===== src/mnwt_pkg.sv =====
package mnwt_pkg;

    // fixed field widths
    localparam int NODE_INDEX_W = 10;
    localparam int DIST_W       = 16;
    localparam int SQ_W         = 2 * DIST_W;
    localparam int SUM_W        = SQ_W + 2;
    localparam int APB_DATA_W   = 32;
    localparam int APB_ADDR_W   = 3;

    // controller to datapath
    typedef struct packed {
        logic capture;
        logic setup;
        logic scan;
        logic commit;
    } mnwt_cmd_t;

    // datapath to controller
    typedef struct packed {
        logic hit;
        logic scan_done;
    } mnwt_status_t;

endpackage


===== src/mnwt_ctrl.sv =====
module mnwt_ctrl (
    input  logic                  clk,
    input  logic                  rst_n,
    input  logic                  in_valid,
    output logic                  in_ready,
    output logic                  out_valid,
    input  logic                  out_ready,
    input  mnwt_pkg::mnwt_status_t status,
    output mnwt_pkg::mnwt_cmd_t    cmd
);

    import mnwt_pkg::*;

    typedef enum logic [1:0] {
        ST_IDLE,
        ST_SETUP,
        ST_SCAN,
        ST_DECIDE
    } state_t;

    state_t state_reg;
    state_t state_next;
    logic   out_valid_reg;
    logic   out_valid_next;
    logic   out_free;

    assign in_ready  = (state_reg == ST_IDLE);
    assign out_valid = out_valid_reg;
    assign out_free  = !out_valid_reg || out_ready;

    // next state and commands
    always_comb
    begin
        state_next = state_reg;
        cmd        = '0;
        case (state_reg)
            ST_IDLE:
            begin
                if (in_valid)
                begin
                    cmd.capture = 1'b1;
                    state_next  = ST_SETUP;
                end
            end
            ST_SETUP:
            begin
                cmd.setup  = 1'b1;
                state_next = ST_SCAN;
            end
            ST_SCAN:
            begin
                cmd.scan = 1'b1;
                if (status.hit || status.scan_done)
                begin
                    state_next = ST_DECIDE;
                end
            end
            ST_DECIDE:
            begin
                if (out_free)
                begin
                    cmd.commit = 1'b1;
                    state_next = ST_IDLE;
                end
            end
            default:
            begin
                state_next = ST_IDLE;
            end
        endcase
    end

    // output valid follows commit and the receiver
    always_comb
    begin
        if (cmd.commit)
        begin
            out_valid_next = 1'b1;
        end
        else if (out_ready)
        begin
            out_valid_next = 1'b0;
        end
        else
        begin
            out_valid_next = out_valid_reg;
        end
    end

    always_ff @(posedge clk or negedge rst_n)
    begin
        if (!rst_n)
        begin
            state_reg     <= ST_IDLE;
            out_valid_reg <= 1'b0;
        end
        else
        begin
            state_reg     <= state_next;
            out_valid_reg <= out_valid_next;
        end
    end

endmodule


===== config.mk =====
export PLATFORM = sky130hd
export DESIGN_NAME = mnwt_ctrl
export DESIGN_NICKNAME = d
export VERILOG_FILES = /design/src/mnwt_pkg.sv /design/src/mnwt_ctrl.sv
export SDC_FILE = /design/constraint.sdc
export NUM_CORES = 1
export LEC_CHECK = 0
export BUFFER_PORTS_ARGS = -buffer_cell sky130_fd_sc_hd__buf_2
export CAP_MARGIN = 20
export CORE_AREA = 2 2 39 41
export CTS_CLUSTER_DIAMETER = 120
export DETAILED_ROUTE_END_ITERATION = 8
export DIE_AREA = 0 0 41 43
export PLACE_DENSITY = 0.34
export SETUP_SLACK_MARGIN = 0.5
export SYNTH_ARGS = -nofsm -noshare
export SYNTH_HDL_FRONTEND = slang
export SYNTH_SLANG_ARGS = --single-unit

===== constraint.sdc =====
create_clock -name clk -period 1.8 [get_ports clk]
set_input_delay 0.09 -clock clk [delete_from_list [all_inputs] [get_ports clk]]
set_output_delay 0.09 -clock clk [all_outputs]
set_load 0.01 [all_outputs]

Yosys cells after proc, flatten, opt, wreduce, memory -nomap -nowiden

Cells that the tools add are included.

Muxes and demuxes: 12
Equality and inequality tests: 6
Reductions and logical operators: 6

Operators with widths:

| cell                                                             | count |
|---|---|
| 1-bit two-way mux                                                | 8 |
| 2-bit case mux with 4 select lines                               | 1 |
| 2-bit two-way mux                                                | 3 |
| 2-bit != test (second input constant)                            | 3 |
| 2-bit == test (second input constant)                            | 2 |
| 3-bit AND reduction                                              | 1 |
| 2-bit by 1-bit == test with 1-bit output (second input constant) | 1 |
| 2-bit logical NOT                                                | 1 |
| 1-bit logical OR                                                 | 2 |
| 2-bit nonzero test                                               | 1 |
| 1-bit logical NOT                                                | 1 |

Output and inout bits: 6
Bits of input ports: 6
Register bits after elaboration: 3
Logic and storage cells: 26

Depth between registers and ports, before layout

Gate-level depths: netlist (run 1).

Depth after elaboration: 5
Depth in mapped cells: 4
Gate-level depth less buffers: 4

Least setup slack after synthesis (run 1)

OpenSTA, ideal clock, no wires.

Path kind: register -> register
Start: register state_reg[0]
End: register state_reg[1]
Path slack: 0.366 ns
Data required time: 1.672 ns
Arrival time: 1.306 ns
Period minus slack after synthesis: 1.434 ns
Path buffers: 0
Setup time: 0.128 ns
Stages on the path, launching flop included: 5
Cells stage by stage: dfrtp_1 inv_1 ha_1 a221oi_2 mux2_1

Cells in the longest elaborated chain, start to end: 3
Elaborated cells between the ends (all ways): 9
Classes of those cells: eq/ne (6); mux (1); reduce/logical (2)

RTL lines:

| what                          | line            | text |
|---|---|---|
| start: declaration            | mnwt_ctrl.sv:21 | `state_t state_reg;` |
| start signal: assignment      | mnwt_ctrl.sv:99 | `state_reg <= state_next;` |
| 2-bit logical NOT *           | -               |  |
| via in_ready                  | mnwt_ctrl.sv:5  | `output logic in_ready,` |
| 2-bit != test (no line)       | -               |  |
| 3-bit AND reduction (no line) | -               |  |

The timed path passes the listed nets; every way through them passes the cells marked *.
A chain may end at the register's enable or synchronous reset.

Final worst setup path (run 1)

Start: register state_reg[1]
End: register state_reg[1]

Cells in the longest elaborated chain, start to end: 3
Elaborated cells between the ends (all ways): 9
Classes of those cells: eq/ne (6); mux (1); reduce/logical (2)

RTL lines:

| what                                                      | line            | text |
|---|---|---|
| 2-bit == test / 2-bit logical NOT (equally long branches) | mnwt_ctrl.sv:36 | `case (state_reg)` |
| 2-bit != test (no line)                                   | -               |  |
| 3-bit AND reduction (no line)                             | -               |  |

Parallel ways exist; a longest one is shown, timed or not.

==> results of run 1 <==
==> cell families after synthesis <==
kind of cell / count (synthesis) / share of synthesized area (%)
compound gates: 2 / 11.49
flops: 3 / 34.48
simple gates: 6 / 17.24
buf+inv: 4 / 8.622
fa+ha+maj: 4 / 22.99
mux: 1 / 5.172
==> critical path: stages, from the launching register on <==
cell and delay, ns:
dfrtp_1 0.41, ha_2 0.19, and3b_1 0.18, a221oi_2 0.23, mux2_4 0.33
==> cells in the final DEF, fill, tap and decap left out <==
cell,synthesis,final
inv_1,2,2
buf_4,1,2
ha_2,0,3
and2_4,0,1
clkbuf_4,0,3
and3b_1,1,1
dfrtp_1,3,3
buf_6,0,1
nor2_1,1,1
ha_1,4,1
mux2_4,0,1
clkbuf_1,0,1
a221oi_2,1,1
dlygate4sd3_1,0,1
and2_1,2,1
o32a_1,1,1
nand2b_1,2,2
clkinv_1,1,1
buf_2,0,10
==> synthesized netlist by cell type <==
library cell | n | area, sq um
o32a_1 | 1 | 10.01
mux2_1 | 1 | 11.26
inv_1 | 2 | 7.510
ha_1 | 4 | 50.05
nand2b_1 | 2 | 12.51
dfrtp_1 | 3 | 75.07
and2_1 | 2 | 12.51
and3b_1 | 1 | 8.760
nor2_1 | 1 | 3.750
buf_4 | 1 | 7.510
a221oi_2 | 1 | 15.01
clkinv_1 | 1 | 3.750
==> where the power goes <==
part           leakage [uW]  internal, uW  switching [uW]
logic              0.000139           209             156
registers         0.0000360           105            30.9
clock network     0.0000150          83.0            33.0
==> worst min-delay path by stage <==
stage	start	end	slack [ns]	cells after the start
after CTS	out_ready	out_valid$_DFFE_PN0P_	0.15	3
after floorplan	rst_n	out_valid$_DFFE_PN0P_	-0.21	0
after detailed placement	rst_n	state_reg[1]$_DFFE_PN0P_	-0.11	1
after global placement	rst_n	state_reg[0]$_DFFE_PN0P_	-0.11	1
final	out_ready	out_valid$_DFFE_PN0P_	0.16	3
after global routing	rst_n	state_reg[1]$_DFFE_PN0P_	0.19	2
==> layer usage <==
metal  track usage, %  routed length, um  vias up
met5                0                  0        -
met1            6.129                179       87
li1                 -                  -      100
met3            3.141                 35        0
met4            8.000                  0        0
met2            10.31                239        8
==> final cells by class <==
class	instances	share of cell area, %
tap	16	5.614
clock buffer	4	7.368
inverter	3	3.158
timing repair buffer	14	24.21
multi-input combinational	13	38.60
sequential	3	21.05
==> repair_timing <==
item / CTS / global route
hold buffers: 1 / 0
pin swaps: 1 / 0
endpoints found under the setup margin: 2 / 4
hold endpoints to repair: 3 / 0
gates resized for setup: 0 / 3
setup buffers: 2 / 0
==> metrics by stage <==
step                hold WS [ns]  total power, uW  util [%]  setup WS, ns  std cells
floorplan                -0.2056            344.9         -        0.4009         20
global placement         -0.1109            424.8     21.16        0.3382         46
detailed placement       -0.1101            429.7     21.16        0.3032         46
CTS                       0.1538            585.1     24.86        0.3186         53
global route              0.1937            683.5     25.77        0.2749         53
finish                    0.1617            616.9     25.77        0.3392         53
==> impl_metrics.csv, run 1 <==
group,metric,value,unit
outcome,status,"completed",
sta,slew_headroom,82.52,%
routing,drt_iter0_drc,3,
clock_tree,clk_pin_slew,0.04,ns
finish,finalNetCount,48,
logic_synthesis,syn_inst,20,
logic_synthesis,syn_area_per_cell,10.89,sq um
die,die-height,43,um
logic_synthesis,yosysUniqueCellTypes,12,
clock_tree,cts_buffer_depth,2,
run,drv_cap,0,
finish,design_area,356.6,sq um
finish,nFillCells,163,
finish,multiInputGateArea,137.6,sq um
routing,drt-vias-per-instance,3.679,
sta,hold_viol,0,
global_route,grt_max_degree,5,
routing,avgRoutedWirePerCell,8.547,um
finish,ff_latch_area,75.07,sq um
setup_path,r2r_end,"state_reg[1]$_DFFE_PN0P_",
clock_tree,root_buffer,"clkbuf_4",
finish,diodes,0,
logic_synthesis,ys_seq_elements,3,
routing,drcViolationCount,0,
die,start_util,15.73,%
power_and_ir_drop,irDropWorstVdd,484.0,uV
global_route,track_usage,7.035,%
logic_synthesis,synth-seq-area-share,34.48,%
place,place_congestion,0.5860,
sta,max_slew.worst_pin.slew,0.2622,ns
global_route,antenna_found_initial,0,
global_route,grt_pass1_wl,779,um
die,dieArea,1763,sq um
setup_path,reg2reg_depth,4,
setup_path,endpoint,"state_reg[1]$_DFFE_PN0P_",
global_route,grt_pass1_vias,219,
sta,post-route-min-period,1.461,ns
routing,first_pass_iters,2,
sta,period_share,81.16,%
die,dieWidth,41,um
finish,syn2layout_area_growth,63.79,%
power_and_ir_drop,p_per_area,1730,nW/um^2
finish,drive_gt1_share,59.46,%
clock_tree,clk_latency,0.23,ns
setup_path,crit_type,"flop to flop",
logic_synthesis,synth_nets,30,
clock_tree,cts_tree,"done",
global_route,grt-ovfl-total,0,
die,row_count,14,
sta,fmax,684.6,MHz
setup_path,end_kind,"flop",
die,coreArea,1384,sq um
setup_path,cp_max_fo,4,
logic_synthesis,syn_area,217.7,sq um
sta,worst_clock_skew,0.001139,ns
finish,largest_reg_flops,2,
power_and_ir_drop,p_leak,0.0001898,uW
sta,final.setup.tns,0,ns
sta,rsz0062_at_grt,"true",
setup_path,r2r_slack,0.34,ns
routing,vias,195,
place,numPortBuffers,11,
place,dpl_cell_area,292.8,sq um
sta,drv_slew,0,
setup_path,cp_data_required_time,1.91,ns
clock_tree,clock_sinks,3,
hold_path,hp-class,"input pin to flop",
setup_path,r2r-start,"state_reg[1]$_DFFE_PN0P_",
sta,finalSetupViolCount,0,
clock_tree,cts_made_buffers,3,
routing,wl,453,um
setup_path,crit_arrival,1.57,ns
clock_tree,htree_levels,1,
die,io_pins,12,
routing,ant_nets,0,
setup_path,critPathLaunch,"state_reg[1]$_DFFE_PN0P_",
logic_synthesis,yosys_warnings,0,
setup_path,start_kind,"flop",
Power figures use the tool's default switching activity.
==> run 2: changes to the inputs <==
==> constraint.sdc (replaced) <==
create_clock -name clk -period 1.4 [get_ports clk]
set_input_delay 0.07 -clock clk [delete_from_list [all_inputs] [get_ports clk]]
set_output_delay 0.07 -clock clk [all_outputs]
set_load 0.01 [all_outputs]
==> run 2 against run 1 <==
Against the previous run:
- the run now ends with negative setup slack left
- clock power up 28%
- via count is 8.2% higher
- die area stayed put
- total power up 54%
- count of clock-buffer cells in the layout unchanged
- sequential share of layout area fell by 3.2 points
- combinational power is 74% higher
- clock skew about the same
- register-to-register slack worse by 0.38 ns
- first-iteration DRC count shrank 100%
- final cell count rose by 9.4%
- largest power group unchanged
==> impl_metrics.csv, run 2 (synthesized netlist as in run 1, its figures left out) <==
group,metric,value,unit
place,place_congestion,0.6017,
routing,drcViolationCount,0,
clock_tree,cts_buffer_depth,2,
sta,period_share,103.0,%
setup_path,end_kind,"flop",
clock_tree,clk_latency,0.23,ns
power_and_ir_drop,p_leak,0.0002199,uW
sta,slew_headroom,84.04,%
routing,first_pass_iters,1,
outcome,violations,"negative setup slack",
routing,vias,211,
power_and_ir_drop,power,952.4,uW
setup_path,cp_data_required_time,1.51,ns
global_route,grt-ovfl-total,0,
die,dieArea,1763,sq um
setup_path,slowest_stage,"dfrtp_1",
sta,hold_viol,0,
setup_path,crit_type,"flop to flop",
routing,drt_iter0_drc,0,
sta,finalSetupViolCount,1,
die,start_util,15.73,%
hold_path,hp-class,"input pin to async pin",
sta,drv_slew,0,
routing,drt-vias-per-instance,3.638,
sta,max_slew.worst_pin.slew,0.2395,ns
outcome,status,"finished, violations left",
finish,diodes,0,
die,io_pins,12,
finish,layout_common_cells,"buf_2 (10), buf_6 (4), buf_4 (4)",
clock_tree,clk_pin_slew,0.04,ns
setup_path,crit_path_cell_trace,"ha_2 > and3b_1 > a221oi_2 > mux2_1",
sta,worst_clock_skew,0.0008145,ns
clock_tree,root_buffer,"clkbuf_4",
global_route,antenna_found_initial,0,
finish,finalNetCount,53,
sta,post-route-min-period,1.442,ns
setup_path,cp_slowest_stage_delay,0.39,ns
place,numPortBuffers,11,
clock_tree,cts_made_buffers,3,
die,dieWidth,41,um
sta,setup_slack,-0.04187,ns
finish,final_common_cell,"buf_2",
routing,avgRoutedWirePerCell,8.172,um
die,coreArea,1384,sq um
die,die-height,43,um
global_route,track_usage,7.243,%
die,row_count,14,
setup_path,cp_max_fo,3,
global_route,grt_max_degree,5,
run,drv_cap,0,
clock_tree,htree_levels,1,
finish,syn2layout_area_growth,93.68,%
global_route,grt_pass1_wl,752,um
sta,fmax,693.5,MHz
routing,wl,474,um
sta,rsz0062_at_grt,"true",
finish,largest_reg_flops,2,
global_route,grt_pass1_vias,205,
power_and_ir_drop,p_per_area,2259,nW/um^2
clock_tree,cts_tree,"done",
sta,final.setup.tns,-0.04187,ns
clock_tree,clock_sinks,3,
finish,drive_gt1_share,66.67,%
finish,nFillCells,162,
place,dpl.hpwl,407.9,um
power_and_ir_drop,irDropWorstVdd,636.0,uV
routing,ant_nets,0,
setup_path,start_kind,"flop",
setup_path,crit_arrival,1.55,ns
==> run 2: changes by cell type in the layout (fill, tap and decap cells not counted), sizes merged <==
cell and change:
buf +5
==> run 2: worst paths after layout <==
| path | endpoint | cells after the start | slack, ns | from |
|---|---|---|---|---|
| setup / recovery | state_reg[1]$_DFFE_PN0P_ | 4 | -0.04 | state_reg[0]$_DFFE_PN0P_ |
| hold / removal | state_reg[0]$_DFFE_PN0P_ | 2 | 0.16 | rst_n |
| setup reg to reg | state_reg[1]$_DFFE_PN0P_ | 4 | -0.04 | state_reg[0]$_DFFE_PN0P_ |
| hold reg to reg | state_reg[1]$_DFFE_PN0P_ | 1 | 0.56 | state_reg[1]$_DFFE_PN0P_ |
| max in group asynchronous | out_valid$_DFFE_PN0P_ | 2 | 1.14 | rst_n |
| min in group clk | out_valid$_DFFE_PN0P_ | 3 | 0.19 | out_ready |
==> run 2: critical path: cells and delay by family, from the launching register on <==
family / cells / cell delay, ns
multiplexers: 1 / 0.35
adder cells (fa/ha/maj): 1 / 0.19
flip-flops: 1 / 0.39
AND/OR/NAND/NOR: 1 / 0.18
AO/OA/AOI/OAI: 1 / 0.21
==> run 2: layout make-up <==
class	instances	area (sq um)	share of cell area (%)
multi-input cells	13	153.9	36.50
repair buffers	19	135.1	32.05
flip-flops and latches	3	75.07	17.80
clock buffers	4	26.28	6.231
well taps	16	20.02	4.748
inverters	3	11.26	2.671
==> run 2: repair_timing <==
item                       in CTS  in global routing
gates resized for setup         3                  3
pin swaps                       1                  1
hold buffers                    1                  0
setup buffers                   2                  1
setup endpoints to repair       8                  8
gates cloned                    0                  0
hold endpoints to repair        3                  0
==> run 2: routing by layer <==
layer  track usage [%]  vias to the layer above  part of all wire (%)  wire length, um
met4             10.00                        0                     0                0
met1             6.149                       93                    37              176
li1                  -                      110                     -                -
met3             3.141                        0                   8.6               41
met5                 0                        -                     0                0
met2             10.00                        8                    54              256
==> run 2: stage by stage <==
step | setup slack [ns] | cells | hold slack (ns) | cell area [sq um] | util, %
final | -0.04187 | 58 | 0.1590 | 421.7 | 30.47
after global routing | -0.1307 | 58 | 0.1549 | 421.7 | 30.47
after CTS | -0.05985 | 57 | 0.1486 | 401.6 | 29.02
after detailed placement | -0.06822 | 50 | -0.1310 | 335.3 | 24.23
after global placement | -0.05658 | 50 | -0.1321 | 335.3 | 24.23
after floorplan | 0.0009215 | 20 | -0.2256 | 237.7 | -
==> run 2: power breakdown <==
| group | internal, uW | switching [uW] |
|---|---|---|
| clock | 107 | 41.1 |
| combinational | 390 | 244 |
| sequential | 134 | 36.8 |
==> run 3: changes to the inputs <==
==> constraint.sdc (replaced) <==
create_clock -name clk -period 1.42 [get_ports clk]
set_input_delay 0.071 -clock clk [delete_from_list [all_inputs] [get_ports clk]]
set_output_delay 0.071 -clock clk [all_outputs]
set_load 0.01 [all_outputs]
==> run 3 against run 2 <==
Against the previous run:
- the flow still finishes with violations (negative setup slack)
- critical path depth did not move
- combinational power fell by 11%
- via count rose by 0.95%
- worst hold slack improved by 0.0059 ns
- maximum frequency fell by 2.1%
- flip-flop and latch count did not move
- clock skew barely moved
- global-route usage fell by 1.0 points
- sequential power barely moved
- sequential share of layout area rose by 0.89 points
- die area did not move
- final cell count fell by 1.7%
- critical path type unchanged
==> impl_metrics.csv, run 3 (synthesized netlist as in run 1, its figures left out) <==
group,metric,value,unit
outcome,status,"finished, violations left",
outcome,violations,"negative setup slack",
die,dieWidth,41,um
sta,setup_slack,-0.05340,ns
clock_tree,cts_tree,"done",
sta,fmax,678.7,MHz
power_and_ir_drop,p_leak,0.0002101,uW
sta,slew_headroom,83.41,%
global_route,grt-ovfl-total,0,
finish,multiInputGateArea,151.4,sq um
finish,layout_common_cells,"buf_2 (11), buf_4 (4), clkbuf_4 (3), dfrtp_1 (3)",
clock_tree,root_buffer,"clkbuf_4",
setup_path,cp_slowest_stage_delay,0.40,ns
finish,nFillCells,151,
power_and_ir_drop,power.switching,311.9,uW
die,io_pins,12,
setup_path,slowest_stage,"dfrtp_1",
power_and_ir_drop,combPwrFrac,63.9,%
finish,final_common_cell,"buf_2",
power_and_ir_drop,power.internal,570.0,uW
global_route,antenna_found_initial,0,
sta,rsz0062_at_grt,"true",
setup_path,crit_arrival,1.58,ns
finish,drive_gt1_share,65.85,%
hold_path,hp-class,"input pin to async pin",
power_and_ir_drop,clockPowerShare,16.7,%
die,start_util,15.73,%
global_route,busiest_layer,"met2",
setup_path,crit_type,"flop to flop",
finish,syn2layout_area_growth,84.48,%
sta,post-route-min-period,1.473,ns
sta,drv_slew,0,
sta,worst_clock_skew,0.0003559,ns
routing,drt_iter0_drc,1,
clock_tree,cts_buffer_depth,2,
sta,hold_viol,0,
routing,vias,213,
clock_tree,clk_pin_slew,0.04,ns
die,dieArea,1763,sq um
global_route,grt_max_degree,5,
global_route,grt_pass1_wl,669,um
place,numPortBuffers,11,
sta,finalSetupViolCount,1,
global_route,grt_util_met2,10.31,%
routing,wl,463,um
setup_path,cp_data_required_time,1.53,ns
power_and_ir_drop,irDropWorstVdd,659.8,uV
finish,finalNetCount,52,
power_and_ir_drop,seq_power_share,19.4,%
die,row_count,14,
setup_path,cp_max_fo,3,
routing,first_pass_iters,2,
setup_path,end_kind,"flop",
finish,diodes,0,
run,drv_cap,0,
die,coreArea,1384,sq um
setup_path,crit_path_cell_trace,"ha_2 > and3b_1 > a221oi_2 > mux2_1",
power_and_ir_drop,switching_share,35.37,%
finish,largest_reg_flops,2,
place,place_congestion,0.6366,
routing,drcViolationCount,0,
routing,drt-vias-per-instance,3.737,
place,pre_cts_slack,-0.07883,ns
global_route,grt_util_met3,3.141,%
clock_tree,cts_made_buffers,3,
sta,holdWs,0.1649,ns
die,die-height,43,um
clock_tree,clk_latency,0.23,ns
routing,ant_nets,0,
setup_path,start_kind,"flop",
power_and_ir_drop,p_per_area,2196,nW/um^2
global_route,track_usage,6.244,%
global_route,grt_pass1_vias,207,
routing,avgRoutedWirePerCell,8.123,um
finish,ff_latch_area,75.07,sq um
global_route,use_met1,4.545,%
clock_tree,htree_levels,1,
clock_tree,clock_sinks,3,
sta,period_share,103.8,%
sta,max_slew.worst_pin.slew,0.2488,ns
sta,final.setup.tns,-0.05340,ns
## run 3: per-stage QoR
step	util (%)	cells	area (sq um)	power (uW)
2_1_floorplan	-	20	237.7	474.2
3_3_place_gp	24.23	50	335.3	652.9
3_5_place_dp	24.23	50	335.3	667.5
4_1_cts	29.02	57	401.6	905.2
5_1_grt	29.02	57	401.6	971.2
6_report	29.02	57	401.6	881.9
## run 3: power groups by stage
stage                     clock network (uW)  registers [uW]  logic, uW
after floorplan                            0             174        301
after global placement                     0             171        482
after detailed placement                   0             171        496
after CTS                                156             170        580
after global routing                     163             177        631
final                                    147             171        564
## run 3: cell type report
class / instances / area share (%)
multi-input combinational: 13 / 37.69
sequential: 3 / 18.69
tap: 16 / 4.984
timing repair buffer: 18 / 29.28
inverter: 3 / 2.804
clock buffer: 4 / 6.542
## run 3: timing repair
action | CTS | global route
hold buffers | 1 | 0
setup buffers | 2 | 0
hold endpoints to repair | 3 | 0
endpoints found under the setup margin | 8 | 8
pin swaps | 1 | 1
gates resized for setup | 3 | 1
## run 3: worst paths after layout
path / end / from / slack (ns) / cells after the start
min: out_valid$_DFFE_PN0P_ / rst_n / 0.16 / 2
min reg2reg: out_valid$_DFFE_PN0P_ / out_valid$_DFFE_PN0P_ / 0.57 / 2
min in group clk: out_valid$_DFFE_PN0P_ / out_ready / 0.18 / 3
max: state_reg[1]$_DFFE_PN0P_ / state_reg[0]$_DFFE_PN0P_ / -0.05 / 4
max in group asynchronous: state_reg[0]$_DFFE_PN0P_ / rst_n / 1.15 / 2
max reg2reg: state_reg[1]$_DFFE_PN0P_ / state_reg[0]$_DFFE_PN0P_ / -0.05 / 4
## run 3: worst max-delay path, delay by kind of cell (launching register included)
kind | cells | cell delay, ns
DFF | 1 | 0.40
muxes | 1 | 0.36
AOI/OAI and AO/OA | 1 | 0.22
adders and majority gates | 1 | 0.19
and+or+nand+nor | 1 | 0.18
## run 3: layer usage
layer	wire length [um]	part of all wire (%)
met3	35	7.6
met4	0	0
met1	172	37
met2	255	55
met5	0	0
